===== src/sv/keyed_slot_table_with_expiry_defines.svh =====
// Assertion macros for the keyed slot table with expiry.
// Included by the RTL files that carry concurrent checks; needs no other file.
// Each macro expects signals named clock and reset in the including scope.
`ifndef KEYED_SLOT_TABLE_WITH_EXPIRY_DEFINES_SVH
`define KEYED_SLOT_TABLE_WITH_EXPIRY_DEFINES_SVH
`ifndef SYNTHESIS
// Same-cycle implication.
`define KSTE_ASSERT_NOW(label, ante, cons, msg) \
   label: assert property (@(posedge clock) disable iff (reset) (ante) |-> (cons)) \
      else $error(msg);
// Next-cycle implication.
`define KSTE_ASSERT_NEXT(label, ante, cons, msg) \
   label: assert property (@(posedge clock) disable iff (reset) (ante) |=> (cons)) \
      else $error(msg);
`else
`define KSTE_ASSERT_NOW(label, ante, cons, msg)
`define KSTE_ASSERT_NEXT(label, ante, cons, msg)
`endif
`endif


===== src/sv/kste_pkg.sv =====
// Shared types, constants and helpers for the keyed slot table with expiry.
// Stands alone; every other RTL file imports it.
package kste_pkg;

   localparam int SLOT_COUNT  = 32;
   localparam int SLOT_W      = (SLOT_COUNT > 1) ? $clog2(SLOT_COUNT) : 1;
   localparam int QUEUE_DEPTH = 2;
   localparam int QPTR_W      = (QUEUE_DEPTH > 1) ? $clog2(QUEUE_DEPTH) : 1;
   localparam int QCNT_W      = $clog2(QUEUE_DEPTH + 1);
   localparam int RSP_SLOT_W  = 5;
   localparam int CSR_IDX_W   = 2;
   localparam int CSR_DATA_W  = 16;

   localparam logic [CSR_IDX_W-1:0] CSR_RENEW_LIFETIME = 2'd0;
   localparam logic [CSR_IDX_W-1:0] CSR_NEW_LIFETIME   = 2'd1;

   localparam logic [15:0] RENEW_LIFETIME_RESET = 16'd200;
   localparam logic [15:0] NEW_LIFETIME_RESET   = 16'd200;

   localparam logic REQ_PLAIN     = 1'b0;
   localparam logic REQ_LIGHTNING = 1'b1;

   localparam logic [1:0] OUTCOME_RENEW    = 2'd0;
   localparam logic [1:0] OUTCOME_ALLOC    = 2'd1;
   localparam logic [1:0] OUTCOME_OVERFLOW = 2'd2;

   typedef struct packed {
      logic               req_type;
      logic [31:0]        now;
      logic signed [15:0] src_entity;
      logic signed [15:0] target_entity;
      logic [11:0]        model_id;
   } req_payload_type;

   typedef struct packed {
      logic [RSP_SLOT_W-1:0] slot_index;
      logic [1:0]            outcome;
      logic signed [15:0]    entity_echo;
   } rsp_payload_type;

   // Classified request as it travels from the front to the back.
   typedef struct packed {
      logic        lightning;
      logic [31:0] now;
      logic [15:0] src;
      logic [15:0] dst;
      logic [11:0] model;
      logic [31:0] renew_expiry;
      logic [31:0] new_expiry;
   } work_type;

   typedef struct packed {
      logic [15:0] entity;
      logic [15:0] dest;
      logic [11:0] model;
      logic [31:0] expiry;
   } slot_type;

   // Front-to-queue handoff.
   typedef struct packed {
      logic     push;
      work_type item;
   } push_type;

   function automatic logic [31:0] sat_add(logic [31:0] t, logic [15:0] life);
      logic [32:0] s;
      s = {1'b0, t} + {17'd0, life};
      return s[32] ? 32'hFFFF_FFFF : s[31:0];
   endfunction

endpackage


===== src/sv/kste_queue.sv =====
// Short FIFO of classified requests between the front and the back.
// Depends on kste_pkg for the work item type and depth.
module kste_queue import kste_pkg::*; (
   input  logic     clock,
   input  logic     reset,
   input  push_type push_in,
   output logic     full,
   input  logic     pop,
   output logic     empty,
   output work_type head
);

   work_type           q_mem_ff [QUEUE_DEPTH];
   logic [QPTR_W-1:0]  wr_ptr_ff, wr_ptr_in;
   logic [QPTR_W-1:0]  rd_ptr_ff, rd_ptr_in;
   logic [QCNT_W-1:0]  count_ff, count_in;
   logic               do_push, do_pop;

   assign full    = (count_ff == QCNT_W'(QUEUE_DEPTH));
   assign empty   = (count_ff == '0);
   assign head    = q_mem_ff[rd_ptr_ff];
   assign do_push = push_in.push && !full;
   assign do_pop  = pop && !empty;

   always_comb begin
      wr_ptr_in = wr_ptr_ff;
      rd_ptr_in = rd_ptr_ff;
      count_in  = count_ff;
      if (do_push) begin
         wr_ptr_in = (wr_ptr_ff == QPTR_W'(QUEUE_DEPTH - 1)) ? '0 : wr_ptr_ff + 1'b1;
      end
      if (do_pop) begin
         rd_ptr_in = (rd_ptr_ff == QPTR_W'(QUEUE_DEPTH - 1)) ? '0 : rd_ptr_ff + 1'b1;
      end
      if (do_push && !do_pop) begin
         count_in = count_ff + 1'b1;
      end else if (do_pop && !do_push) begin
         count_in = count_ff - 1'b1;
      end
   end

   always_ff @(posedge clock) begin
      if (reset) begin
         wr_ptr_ff <= '0;
         rd_ptr_ff <= '0;
         count_ff  <= '0;
      end else begin
         wr_ptr_ff <= wr_ptr_in;
         rd_ptr_ff <= rd_ptr_in;
         count_ff  <= count_in;
      end
   end

   always_ff @(posedge clock) begin
      if (do_push) begin
         q_mem_ff[wr_ptr_ff] <= push_in.item;
      end
   end

endmodule


===== src/sv/kste_front.sv =====
// Request front end: accepts requests, sorts out the match mode and
// precomputes both candidate expiry times. Depends on kste_pkg.
module kste_front import kste_pkg::*; (
   input  logic            clock,
   input  logic            reset,
   input  logic            req_valid,
   output logic            req_ready,
   input  req_payload_type req_payload,
   input  logic [15:0]     renew_lifetime,
   input  logic [15:0]     new_lifetime,
   output push_type        push_out,
   input  logic            q_full
);

   logic     stage_valid_ff, stage_valid_in;
   work_type stage_item_ff, stage_item_in;
   logic     accept;

   assign req_ready = !stage_valid_ff || !q_full;
   assign accept    = req_valid && req_ready;

   always_comb begin
      stage_item_in.lightning    = (req_payload.req_type == REQ_LIGHTNING);
      stage_item_in.now          = req_payload.now;
      stage_item_in.src          = req_payload.src_entity;
      stage_item_in.dst          = req_payload.target_entity;
      stage_item_in.model        = req_payload.model_id;
      stage_item_in.renew_expiry = sat_add(req_payload.now, renew_lifetime);
      stage_item_in.new_expiry   = sat_add(req_payload.now, new_lifetime);
   end

   always_comb begin
      stage_valid_in = stage_valid_ff;
      if (accept) begin
         stage_valid_in = 1'b1;
      end else if (!q_full) begin
         stage_valid_in = 1'b0;
      end
   end

   always_ff @(posedge clock) begin
      if (reset) begin
         stage_valid_ff <= 1'b0;
      end else begin
         stage_valid_ff <= stage_valid_in;
      end
   end

   always_ff @(posedge clock) begin
      if (accept) begin
         stage_item_ff <= stage_item_in;
      end
   end

   assign push_out.push = stage_valid_ff;
   assign push_out.item = stage_item_ff;

endmodule


===== src/sv/kste_back.sv =====
// Table engine: scans the slot memory one entry a cycle, then renews or
// allocates a slot (or reports overflow) and loads the response register.
// Depends on kste_pkg and the assertion macros header.
`include "keyed_slot_table_with_expiry_defines.svh"
module kste_back import kste_pkg::*; (
   input  logic            clock,
   input  logic            reset,
   input  logic            q_empty,
   input  work_type        q_head,
   output logic            q_pop,
   output logic            rsp_valid,
   input  logic            rsp_ready,
   output rsp_payload_type rsp_payload
);

   localparam logic [1:0] ST_IDLE  = 2'd0;
   localparam logic [1:0] ST_SCAN  = 2'd1;
   localparam logic [1:0] ST_WRITE = 2'd2;
   localparam logic [SLOT_W-1:0] LAST_SLOT = SLOT_W'(SLOT_COUNT - 1);

   logic [1:0]        state_ff, state_in;
   work_type          cur_ff;
   logic [SLOT_W-1:0] iss_idx_ff, iss_idx_in;
   logic              iss_on_ff, iss_on_in;
   logic              rd_en;
   logic              rd_vld_ff;
   logic [SLOT_W-1:0] rd_idx_ff;
   slot_type          rd_data_ff;
   logic              rd_live_ff;
   slot_type          entry;
   logic              hit, is_free;

   logic              match_hit_ff, match_hit_in;
   logic [SLOT_W-1:0] match_idx_ff, match_idx_in;
   logic [15:0]       match_dest_ff, match_dest_in;
   logic              free_hit_ff, free_hit_in;
   logic [SLOT_W-1:0] free_idx_ff, free_idx_in;
   logic [15:0]       free_dest_ff, free_dest_in;

   slot_type          tbl_mem [SLOT_COUNT];
   logic              live_ff [SLOT_COUNT];
   logic              tbl_we;
   logic [SLOT_W-1:0] sel_idx;
   slot_type          wr_entry;

   logic              rsp_free, rsp_load;
   logic              rsp_valid_ff, rsp_valid_in;
   rsp_payload_type   rsp_ff, rsp_in;

   assign rsp_free = !rsp_valid_ff || rsp_ready;
   assign q_pop    = (state_ff == ST_IDLE) && !q_empty;
   assign rd_en    = (state_ff == ST_SCAN) && iss_on_ff;
   assign rsp_load = (state_ff == ST_WRITE) && rsp_free;
   assign tbl_we   = rsp_load && (match_hit_ff || free_hit_ff);
   assign sel_idx  = match_hit_ff ? match_idx_ff : free_idx_ff;

   // Entries never written since reset read as all zero.
   assign entry   = rd_live_ff ? rd_data_ff : '0;
   assign hit     = (entry.entity == cur_ff.src) &&
                    (!cur_ff.lightning || (entry.dest == cur_ff.dst));
   assign is_free = (entry.model == '0) || (entry.expiry < cur_ff.now);

   always_comb begin
      state_in      = state_ff;
      iss_idx_in    = iss_idx_ff;
      iss_on_in     = iss_on_ff;
      match_hit_in  = match_hit_ff;
      match_idx_in  = match_idx_ff;
      match_dest_in = match_dest_ff;
      free_hit_in   = free_hit_ff;
      free_idx_in   = free_idx_ff;
      free_dest_in  = free_dest_ff;
      unique case (state_ff)
         ST_IDLE: begin
            if (!q_empty) begin
               state_in     = ST_SCAN;
               iss_idx_in   = '0;
               iss_on_in    = 1'b1;
               match_hit_in = 1'b0;
               free_hit_in  = 1'b0;
            end
         end
         ST_SCAN: begin
            if (iss_on_ff) begin
               if (iss_idx_ff == LAST_SLOT) begin
                  iss_on_in = 1'b0;
               end else begin
                  iss_idx_in = iss_idx_ff + 1'b1;
               end
            end
            if (rd_vld_ff) begin
               if (hit && !match_hit_ff) begin
                  match_hit_in  = 1'b1;
                  match_idx_in  = rd_idx_ff;
                  match_dest_in = entry.dest;
               end
               if (is_free && !free_hit_ff) begin
                  free_hit_in  = 1'b1;
                  free_idx_in  = rd_idx_ff;
                  free_dest_in = entry.dest;
               end
               if (rd_idx_ff == LAST_SLOT) begin
                  state_in = ST_WRITE;
               end
            end
         end
         ST_WRITE: begin
            if (rsp_free) begin
               state_in = ST_IDLE;
            end
         end
         default: begin
            state_in = ST_IDLE;
         end
      endcase
   end

   always_comb begin
      wr_entry.entity = cur_ff.src;
      wr_entry.model  = cur_ff.model;
      wr_entry.dest   = cur_ff.lightning ? cur_ff.dst
                                         : (match_hit_ff ? match_dest_ff : free_dest_ff);
      wr_entry.expiry = match_hit_ff ? cur_ff.renew_expiry : cur_ff.new_expiry;

      rsp_in.entity_echo = cur_ff.src;
      if (match_hit_ff) begin
         rsp_in.slot_index = RSP_SLOT_W'(sel_idx);
         rsp_in.outcome    = OUTCOME_RENEW;
      end else if (free_hit_ff) begin
         rsp_in.slot_index = RSP_SLOT_W'(sel_idx);
         rsp_in.outcome    = OUTCOME_ALLOC;
      end else begin
         rsp_in.slot_index = '0;
         rsp_in.outcome    = OUTCOME_OVERFLOW;
      end

      rsp_valid_in = rsp_valid_ff;
      if (rsp_load) begin
         rsp_valid_in = 1'b1;
      end else if (rsp_ready) begin
         rsp_valid_in = 1'b0;
      end
   end

   always_ff @(posedge clock) begin
      if (reset) begin
         state_ff     <= ST_IDLE;
         iss_on_ff    <= 1'b0;
         rd_vld_ff    <= 1'b0;
         match_hit_ff <= 1'b0;
         free_hit_ff  <= 1'b0;
         rsp_valid_ff <= 1'b0;
      end else begin
         state_ff     <= state_in;
         iss_on_ff    <= iss_on_in;
         rd_vld_ff    <= rd_en;
         match_hit_ff <= match_hit_in;
         free_hit_ff  <= free_hit_in;
         rsp_valid_ff <= rsp_valid_in;
      end
   end

   always_ff @(posedge clock) begin
      iss_idx_ff    <= iss_idx_in;
      match_idx_ff  <= match_idx_in;
      match_dest_ff <= match_dest_in;
      free_idx_ff   <= free_idx_in;
      free_dest_ff  <= free_dest_in;
      rd_idx_ff     <= iss_idx_ff;
      if (q_pop) begin
         cur_ff <= q_head;
      end
      if (rsp_load) begin
         rsp_ff <= rsp_in;
      end
   end

   // Slot memory: one read port with registered data, one write port.
   always_ff @(posedge clock) begin
      if (rd_en) begin
         rd_data_ff <= tbl_mem[iss_idx_ff];
      end
   end

   always_ff @(posedge clock) begin
      if (tbl_we) begin
         tbl_mem[sel_idx] <= wr_entry;
      end
   end

   always_ff @(posedge clock) begin
      if (reset) begin
         for (int i = 0; i < SLOT_COUNT; i++) begin
            live_ff[i] <= 1'b0;
         end
         rd_live_ff <= 1'b0;
      end else begin
         if (tbl_we) begin
            live_ff[sel_idx] <= 1'b1;
         end
         if (rd_en) begin
            rd_live_ff <= live_ff[iss_idx_ff];
         end
      end
   end

   assign rsp_valid   = rsp_valid_ff;
   assign rsp_payload = rsp_ff;

   `KSTE_ASSERT_NOW(a_pop_only_idle, q_pop, state_ff == ST_IDLE && !q_empty, "pop outside idle")
   `KSTE_ASSERT_NOW(a_no_read_on_write, tbl_we, !rd_en, "table write while scanning")
   `KSTE_ASSERT_NEXT(a_last_compare_to_write, state_ff == ST_SCAN && rd_vld_ff && rd_idx_ff == LAST_SLOT, state_ff == ST_WRITE, "scan did not finish")
   `KSTE_ASSERT_NEXT(a_overflow_zero_index, rsp_load && !match_hit_ff && !free_hit_ff, rsp_valid && rsp_payload.slot_index == '0 && rsp_payload.outcome == OUTCOME_OVERFLOW, "bad overflow response")

endmodule


===== src/sv/keyed_slot_table_with_expiry.sv =====
// Top level of the keyed slot table with expiry: lifetime registers,
// front end, request queue and table engine. Depends on kste_pkg,
// kste_front, kste_queue and kste_back.
//
//   Channel   Direction  Handshake            Payload
//   req_*     in         req_valid/req_ready  req_payload_type
//   rsp_*     out        rsp_valid/rsp_ready  rsp_payload_type
//   csr_*     in         csr_we               csr_index, csr_wdata
//
// Each request goes through the table engine in order: it is picked from the queue,
// every slot is streamed through the single memory read port and compared, and
// then the chosen slot is written. Ahead of the engine the request passes
// through the front stage and the queue, each of which holds it in a register.
// Synchronous reset marks every slot unwritten (reads as zero, so free) and
// loads both lifetimes with 200. No sweep over the memory is needed.
// A stalled response holds the engine in its write step; the front stage and
// queue keep taking requests until they fill.
module keyed_slot_table_with_expiry import kste_pkg::*; (
   input  logic                  clock,
   input  logic                  reset,
   input  logic                  req_valid,
   output logic                  req_ready,
   input  req_payload_type       req_payload,
   output logic                  rsp_valid,
   input  logic                  rsp_ready,
   output rsp_payload_type       rsp_payload,
   input  logic                  csr_we,
   input  logic [CSR_IDX_W-1:0]  csr_index,
   input  logic [CSR_DATA_W-1:0] csr_wdata
);

   logic [15:0] renew_lifetime_ff, renew_lifetime_in;
   logic [15:0] new_lifetime_ff, new_lifetime_in;
   push_type    push;
   logic        q_full, q_empty, q_pop;
   work_type    q_head;

   // Decode lifetime writes; drop writes to unknown indexes.
   always_comb begin
      renew_lifetime_in = renew_lifetime_ff;
      new_lifetime_in   = new_lifetime_ff;
      if (csr_we) begin
         unique case (csr_index)
            CSR_RENEW_LIFETIME: renew_lifetime_in = csr_wdata[15:0];
            CSR_NEW_LIFETIME:   new_lifetime_in   = csr_wdata[15:0];
            default: begin
            end
         endcase
      end
   end

   always_ff @(posedge clock) begin
      if (reset) begin
         renew_lifetime_ff <= RENEW_LIFETIME_RESET;
         new_lifetime_ff   <= NEW_LIFETIME_RESET;
      end else begin
         renew_lifetime_ff <= renew_lifetime_in;
         new_lifetime_ff   <= new_lifetime_in;
      end
   end

   // Front: accept the request and precompute both saturated expiry times.
   kste_front u_front (
      .clock          (clock),
      .reset          (reset),
      .req_valid      (req_valid),
      .req_ready      (req_ready),
      .req_payload    (req_payload),
      .renew_lifetime (renew_lifetime_ff),
      .new_lifetime   (new_lifetime_ff),
      .push_out       (push),
      .q_full         (q_full)
   );

   // Queue: decouple request intake from the slot scan.
   kste_queue u_queue (
      .clock   (clock),
      .reset   (reset),
      .push_in (push),
      .full    (q_full),
      .pop     (q_pop),
      .empty   (q_empty),
      .head    (q_head)
   );

   // Back: scan the slots, renew or allocate, present the response.
   kste_back u_back (
      .clock       (clock),
      .reset       (reset),
      .q_empty     (q_empty),
      .q_head      (q_head),
      .q_pop       (q_pop),
      .rsp_valid   (rsp_valid),
      .rsp_ready   (rsp_ready),
      .rsp_payload (rsp_payload)
   );

endmodule

===== config.mk =====
export PLATFORM = sky130hd
export DESIGN_NAME = keyed_slot_table_with_expiry
export DESIGN_NICKNAME = d
export VERILOG_FILES = /design/src/sv/kste_pkg.sv /design/src/sv/kste_queue.sv /design/src/sv/kste_front.sv /design/src/sv/kste_back.sv /design/src/sv/keyed_slot_table_with_expiry.sv
export VERILOG_INCLUDE_DIRS = /design/src /design/src/sv
export SDC_FILE = /design/constraint.sdc
export NUM_CORES = 2
export LEC_CHECK = 0
export ABC_CLOCK_PERIOD_IN_PS = 17300
export BUFFER_PORTS_ARGS = -buffer_cell sky130_fd_sc_hd__buf_4
export CAP_MARGIN = 15
export CORE_ASPECT_RATIO = 1.2
export CORE_MARGIN = 2
export CORE_UTILIZATION = 45
export CTS_BUF_LIST = sky130_fd_sc_hd__clkbuf_8
export DETAILED_ROUTE_END_ITERATION = 6
export PLACE_DENSITY = 0.62
export SYNTH_ARGS = -nofsm -noshare
export SYNTH_HDL_FRONTEND = slang
export SYNTH_HIERARCHICAL = 1
export SYNTH_SLANG_ARGS = --single-unit

===== constraint.sdc =====
create_clock -name clock -period 17.3 [get_ports clock]
set_input_delay 1.73 -clock clock [delete_from_list [all_inputs] [get_ports clock]]
set_output_delay 1.73 -clock clock [all_outputs]
set_load 0.05 [all_outputs]

# == Word level (Yosys, flattened, before mapping) ==
# Memory sizes are Yosys's and may differ from the RTL's. A register that Yosys moved wholly into a read port is not among the register bits.
# Index checks and enable logic that the tools add are counted.
# classes
add_sub_neg,7
order_cmp,1
n_reduce_logical,43
muxes,46
eq_ne,17
# ops
operator,n
76-bit two-way mux,1
32-bit by 16-bit adder with 33-bit output,2
16-bit equality test,2
32-bit less-than comparator,1
16-bit two-way mux,2
32-bit two-way mux,1
5-bit two-way mux,5
1-bit two-way mux,24
4-bit AND reduction,4
7-bit two-way mux,2
1-bit logical AND,12
12-bit zero test,1
2-bit two-way mux,6
2-bit != test (second input constant),6
5-bit equality test (second input constant),2
5-bit one-hot mux with 2 select lines,1
1-bit zero test,9
2-bit zero test,3
2-bit by 1-bit != test with 1-bit output (second input constant),3
1-bit one-hot mux with 2 select lines,3
2-bit one-hot mux with 3 select lines,1
2-bit AND reduction,3
3-bit AND reduction,2
2-bit nonzero test,3
other kinds (8),15
# word_totals
memories,3
output_inout_bits,25
mem_bits_rw,2746
in_bits,100
reg_bits,260
# mem_list
name,words,word_bits,rd,rd_ports_with_merged_regs,wr,line_no,rtl
u_back.tbl_mem,32,76,1,1,1,kste_back.sv:40,slot_type tbl_mem [SLOT_COUNT];
u_queue.q_mem_ff,2,141,1,1,1,kste_queue.sv:13,work_type q_mem_ff [QUEUE_DEPTH];
u_back.live_ff,32,1,1,1,32,kste_back.sv:41,logic live_ff [SLOT_COUNT];

# == Longest topological paths before layout ==
# logic_depth
ltp_word,9
mapped_depth,12

# == Modules after synthesis ==
# The synthesis kept the hierarchy.
# modules_own_cells
module,seq_area_each_um2,instances,cells_per_inst,area_per_inst_um2
kste_back,82549.2,1,5059,105626.3
kste_queue,8568.2,1,464,10764.1
kste_front,4254.1,1,573,7124.3
keyed_slot_table_with_expiry,640.6,1,125,1320.0

# == Worst setup path after synthesis ==
# Ideal clock, no wire load.
# synth_path
path_kind,input to register
from,input port rsp_ready
to,memory u_back/tbl_mem[13][0] (netlist name) (enable)
path_stages,5
t_arrival_ps,6500
path_slack_ps,10289
path_cell_list,nor2b_1 nor2_1 and2_1 nand2_1 nor2_1
# synth_between
elab_chain_cells,5
# synth_lines
item,line_no,rtl
start: declaration,keyed_slot_table_with_expiry.sv:25,"input logic rsp_ready,"
1-bit logical OR,kste_back.sv:50,assign rsp_free = !rsp_valid_ff || rsp_ready;
1-bit logical AND,kste_back.sv:53,assign rsp_load = (state_ff == ST_WRITE) && rsp_free;
named net u_back.rsp_load,kste_back.sv:46,"logic rsp_free, rsp_load;"
1-bit logical AND,kste_back.sv:54,assign tbl_we = rsp_load && (match_hit_ff || free_hit_ff);
1-bit two-way mux,kste_back.sv:186,if (tbl_we) begin
1-bit two-way mux (not written as such),kste_back.sv:187,tbl_mem[sel_idx] <= wr_entry;
end: declaration,kste_back.sv:40,
# The timed path passes the listed nets, and every way through them passes these cells.

==> implementation parameters <==
Parameter                              Value

STA
  Worst Clk Skew ... between 0.07 and 0.08 ns
  Final cycle utilization of the critical path ... 0.316
  Final critical path time including I/O delays and setup ... 5.47 ns
  Number of endpoints with negative hold slack in the final report ... 0
  Max-slew headroom ... 0.210
  RSZ-0062 raised after global routing ... no
  Final total negative setup slack ... 0 ns
  Top achievable clock speed ... around 180 MHz
  Max-slew violation total from the final report ... 0
  Final-report setup violation count ... 0
  Slew at the pin closest to its max-slew limit ... between 1 and 1.5 ns

Clocking
  Number of gates resized after CTS ... 0
  # Post-CTS Setup Buffers ... 0
  Root buffer cell ... sky130_fd_sc_hd__clkbuf_8
  CTS Hold Bufs ... 0
  Maximum count of clock buffers along a single path ... 4
  Clock sink count ... about 3,200
  CTS HTree Levels ... 6
  Clock tree from TritonCTS ... built
  Clock transition at path regs ... about 0.060 ns
  Clock latency at the later pin of the worst-skew pair ... approximately 1 ns
  Inserted Clock Buffers ... between 500 and 600

Yosys
  Distinct cells, synth ... slightly above 90
  EDFF count, synth ... between 3,000 and 4,000
  Post-synthesis instance total ... 6,221
  Total standard cell area after synthesis ... about 120,000 um^2
  Post-synth ARST share ... 0
  Syn_area_per_cell ... 20.1 um^2
  Commonest register cell after synthesis ... sky130_fd_sc_hd__edfxtp_1
  Number of warning messages in the yosys log ... 6
  Proportion of synthesized chip area in sequential cells ... 0.769
  Post-Syn Nets ... ~6,400
  Flop and latch count out of synthesis ... about 3,200

Hold path
  Hold crit path type ... reg2reg
  Hold_sp ... u_front/push_out[46]

Pwr
  Total net switching power ... 6900 uW
  Internal power of the cells ... approximately 15,000 uW
  Combinational cell fraction of total power ... 0.266
  Net Sw Frac ... 0.317
  Static leakage ... around 0.046 uW
  Relative contribution of sequential cells to total power ... 0.462
  Largest voltage drop on the vdd net ... 0.131 mV
  Power per cell area ... ~160 nW/um^2
  Clock power frac ... 0.272

Worst setup path
  Sort of element at the end of the critical path ... register
  Arrival time at the worst endpoint ... between 6 and 7 ns
  Worst-path fanout max ... approximately 110
  FF-to-FF Start ... u_back/iss_idx_ff[0]
  Launching element of the worst setup path ... u_back/iss_idx_ff[0]
  Required time reported for the critical path endpoint ... around 18 ns
  Critical path class ... reg2reg
  Critical Path Source Type ... register

Die
  Overall die area ... approximately 280,000 um^2
  Effective utilization at floorplan ... 0.453
  FP Rows ... between 200 and 250
  I/O pin count ... around 130
  Vertical die dimension ... between 500 and 600 um
  Die boundary width ... approximately 480 um
  CORE AREA ... roughly 280,000 um^2

Global route
  Pin count of the biggest net entering global routing ... roughly 130
  Initial antenna violation count ... 14
  Wire length of the first global-routing pass ... 453 mm
  Number of global-route vias before repair ... around 65,000
  Total congestion overflow after global routing ... 0
  Overall fraction of global-route tracks in use ... 0.220

Outcome
  Status ... finished with violations
  Violations in the final reports ... design-rule violations

Final layout
  Count of filler cells inserted in the layout ... 22,100
  Final layout net count ... slightly below 7,000
  Share of post-route cells with drive strength above 1 ... 0.234
  Post-route core utilization ... 0.506
  Growth of design area from synthesis to finish ... 11.7%
  Non-filler instance count after layout ... about 11,000

Detailed routing
  Total number of vias ... roughly 64,000
  First-iteration detailed-routing DRC count ... a little over 7,000
  Routed vias/inst ... a little under 6
  Routed WL ... 316 mm
  Post-route ant nets ... 0
  Routed WL per cell ... 29.5 um
  Count of unresolved DRC violations after routing ... 2
  DRT Pass-1 Iters ... 7

Place
  Instance count after placement with tap cells included ... 9,807
  Count of buffers inserted at the top-level ports ... approximately 120
  Placer Congestion ... a little over 0.8
  Hpwl dp ... around 170 mm

Run
  Max-cap viol count ... 0
[flip-flops by register name, summed over array words and instances, names as in the netlist, 16 cells and up, named ones only]
register              count
u_back/live_ff           32
new_lifetime_ff          16
u_back/rd_data_ff        76
u_back/tbl_mem         2432
u_back/cur_ff           141
u_queue/q_mem_ff        282
u_front/push_out        141
u_back/match_dest_ff     16
u_back/rsp_payload       23
renew_lifetime_ff        16
u_back/free_dest_ff      16
[power groups by stage]
stage	registers [uW]	logic [uW]	clock network, uW
after floorplan	10200	3810	0
after global placement	10200	5730	0
after detailed placement	10300	5800	0
after CTS	10100	5810	6060
after global routing	10100	6170	6400
final	10100	5790	5930
[metal layers]
metal,part of all wire,track usage,vias to the layer above
met3,0.072,0.0353,509
met2,0.49,0.366,2728
met4,0.027,0.0666,0
li1,-,-,26600
met5,0,0,-
met1,0.41,0.300,33700
[cell usage after synthesis, drive strengths merged (5+ instances only)]
cell,number,area [um^2]
nor2,152,571
edfxtp,3142,94400
clkbuf,165,622
a21oi,168,848
and2,62,388
a32oi,6,52.6
a2111oi,6,60.1
a31oi,18,113
xor2,14,123
a211oi,13,97.6
nor4,8,65.1
xnor2,21,184
nand2,253,957
o21ai,206,1030
buf,155,1050
nand3,29,155
inv,61,229
ha,66,826
mux2,193,2510
o221ai,205,1800
and3,18,113
nor2b,11,71.3
mux4,492,11100
nand4,24,150
mux2i,367,3670
nor3,19,95.1
dfxtp,83,1660
a22oi,6,45.0
o22ai,79,494
a21o,15,120
nand2b,49,307
nor4bb,8,80.1
a22o,5,43.8
or3,11,68.8
and4,8,72.6
o21a,13,97.6
[final cells by class]
type | instances | area (um^2) | share of cell area
repair buffers | 288 | 2280 | 0.0164
well taps | 3621 | 4530 | 0.0325
diodes | 4 | 10.0 | 0.0000718
flip-flops and latches | 3225 | 96000 | 0.688
multi-input cells | 2615 | 27200 | 0.195
inverters | 61 | 249 | 0.00178
clock inverters | 348 | 1770 | 0.0127
clock buffers | 537 | 7390 | 0.0530
[worst max-delay path: stages (launching register included)]
cell	delay [ns]
sky130_fd_sc_hd__edfxtp_1	0.77
sky130_fd_sc_hd__buf_4	0.67
sky130_fd_sc_hd__buf_4	0.70
sky130_fd_sc_hd__buf_12	0.66
sky130_fd_sc_hd__buf_4	0.88
sky130_fd_sc_hd__mux4_2	0.60
sky130_fd_sc_hd__o22ai_1	0.17
sky130_fd_sc_hd__a21oi_1	0.11
sky130_fd_sc_hd__nand2_1	0.16
sky130_fd_sc_hd__o21ai_1	0.07
[cells in the final DEF (no fill, tap or decap), types with 14 or more instances in the layout]
| cell | count |
|---|---|
| sky130_fd_sc_hd__mux4_2 | 492 |
| sky130_fd_sc_hd__nor2_4 | 33 |
| sky130_fd_sc_hd__and2_1 | 59 |
| sky130_fd_sc_hd__nand2b_1 | 48 |
| sky130_fd_sc_hd__clkinv_1 | 102 |
| sky130_fd_sc_hd__mux2i_1 | 367 |
| sky130_fd_sc_hd__inv_1 | 224 |
| sky130_fd_sc_hd__mux2_2 | 100 |
| sky130_fd_sc_hd__and3_1 | 18 |
| sky130_fd_sc_hd__o21ai_0 | 46 |
| sky130_fd_sc_hd__nand2_1 | 249 |
| sky130_fd_sc_hd__clkbuf_8 | 537 |
| sky130_fd_sc_hd__clkinvlp_4 | 17 |
| sky130_fd_sc_hd__clkinv_2 | 29 |
| sky130_fd_sc_hd__nand3_1 | 27 |
| sky130_fd_sc_hd__a31oi_1 | 18 |
| sky130_fd_sc_hd__a21o_1 | 14 |
| sky130_fd_sc_hd__nor3_1 | 19 |
| sky130_fd_sc_hd__nor2_1 | 118 |
| sky130_fd_sc_hd__ha_1 | 66 |
| sky130_fd_sc_hd__a21oi_1 | 166 |
| sky130_fd_sc_hd__nand4_1 | 24 |
| sky130_fd_sc_hd__o21ai_1 | 154 |
| sky130_fd_sc_hd__edfxtp_1 | 3142 |
| sky130_fd_sc_hd__buf_4 | 278 |
| sky130_fd_sc_hd__mux2_4 | 90 |
| sky130_fd_sc_hd__xor2_1 | 14 |
| sky130_fd_sc_hd__dfxtp_1 | 80 |
| sky130_fd_sc_hd__xnor2_1 | 21 |
| sky130_fd_sc_hd__o22ai_1 | 79 |
| sky130_fd_sc_hd__o221ai_1 | 205 |
[path summary, 6_finish.rpt]
check	slack (ns)	depth (start not counted)	endpoint
worst max-delay path	11.83	9	u_back/rd_data_ff[14]
worst min-delay path	0.43	0	u_queue/q_mem_ff[0][46]
worst max register to register	11.83	9	u_back/rd_data_ff[14]
worst min register to register	0.43	0	u_queue/q_mem_ff[0][46]
[cells by family after synthesis]
| kind of cell | after synthesis | share of synthesized area |
|---|---|---|
| buf+inv | 381 | 0.0152 |
| flops | 3225 | 0.769 |
| simple gates | 666 | 0.0257 |
| compound gates | 794 | 0.0423 |
| mux | 1052 | 0.138 |
| fa+ha+maj | 68 | 0.00694 |
| xor+xnor | 35 | 0.00246 |
[metrics by stage]
stage                     hold slack (ns)  setup slack (ns)  instance area (um^2)  total power (uW)
after floorplan                     0.369             10.29                125000             14000
after global placement              0.423             11.72                130000             16000
after detailed placement            0.430             11.65                130000             16100
after CTS                           0.419             11.83                139000             22000
after global routing                0.439             11.43                139000             22700
final                               0.429             11.83                139000             21800
(Power assumes the default switching activity.)
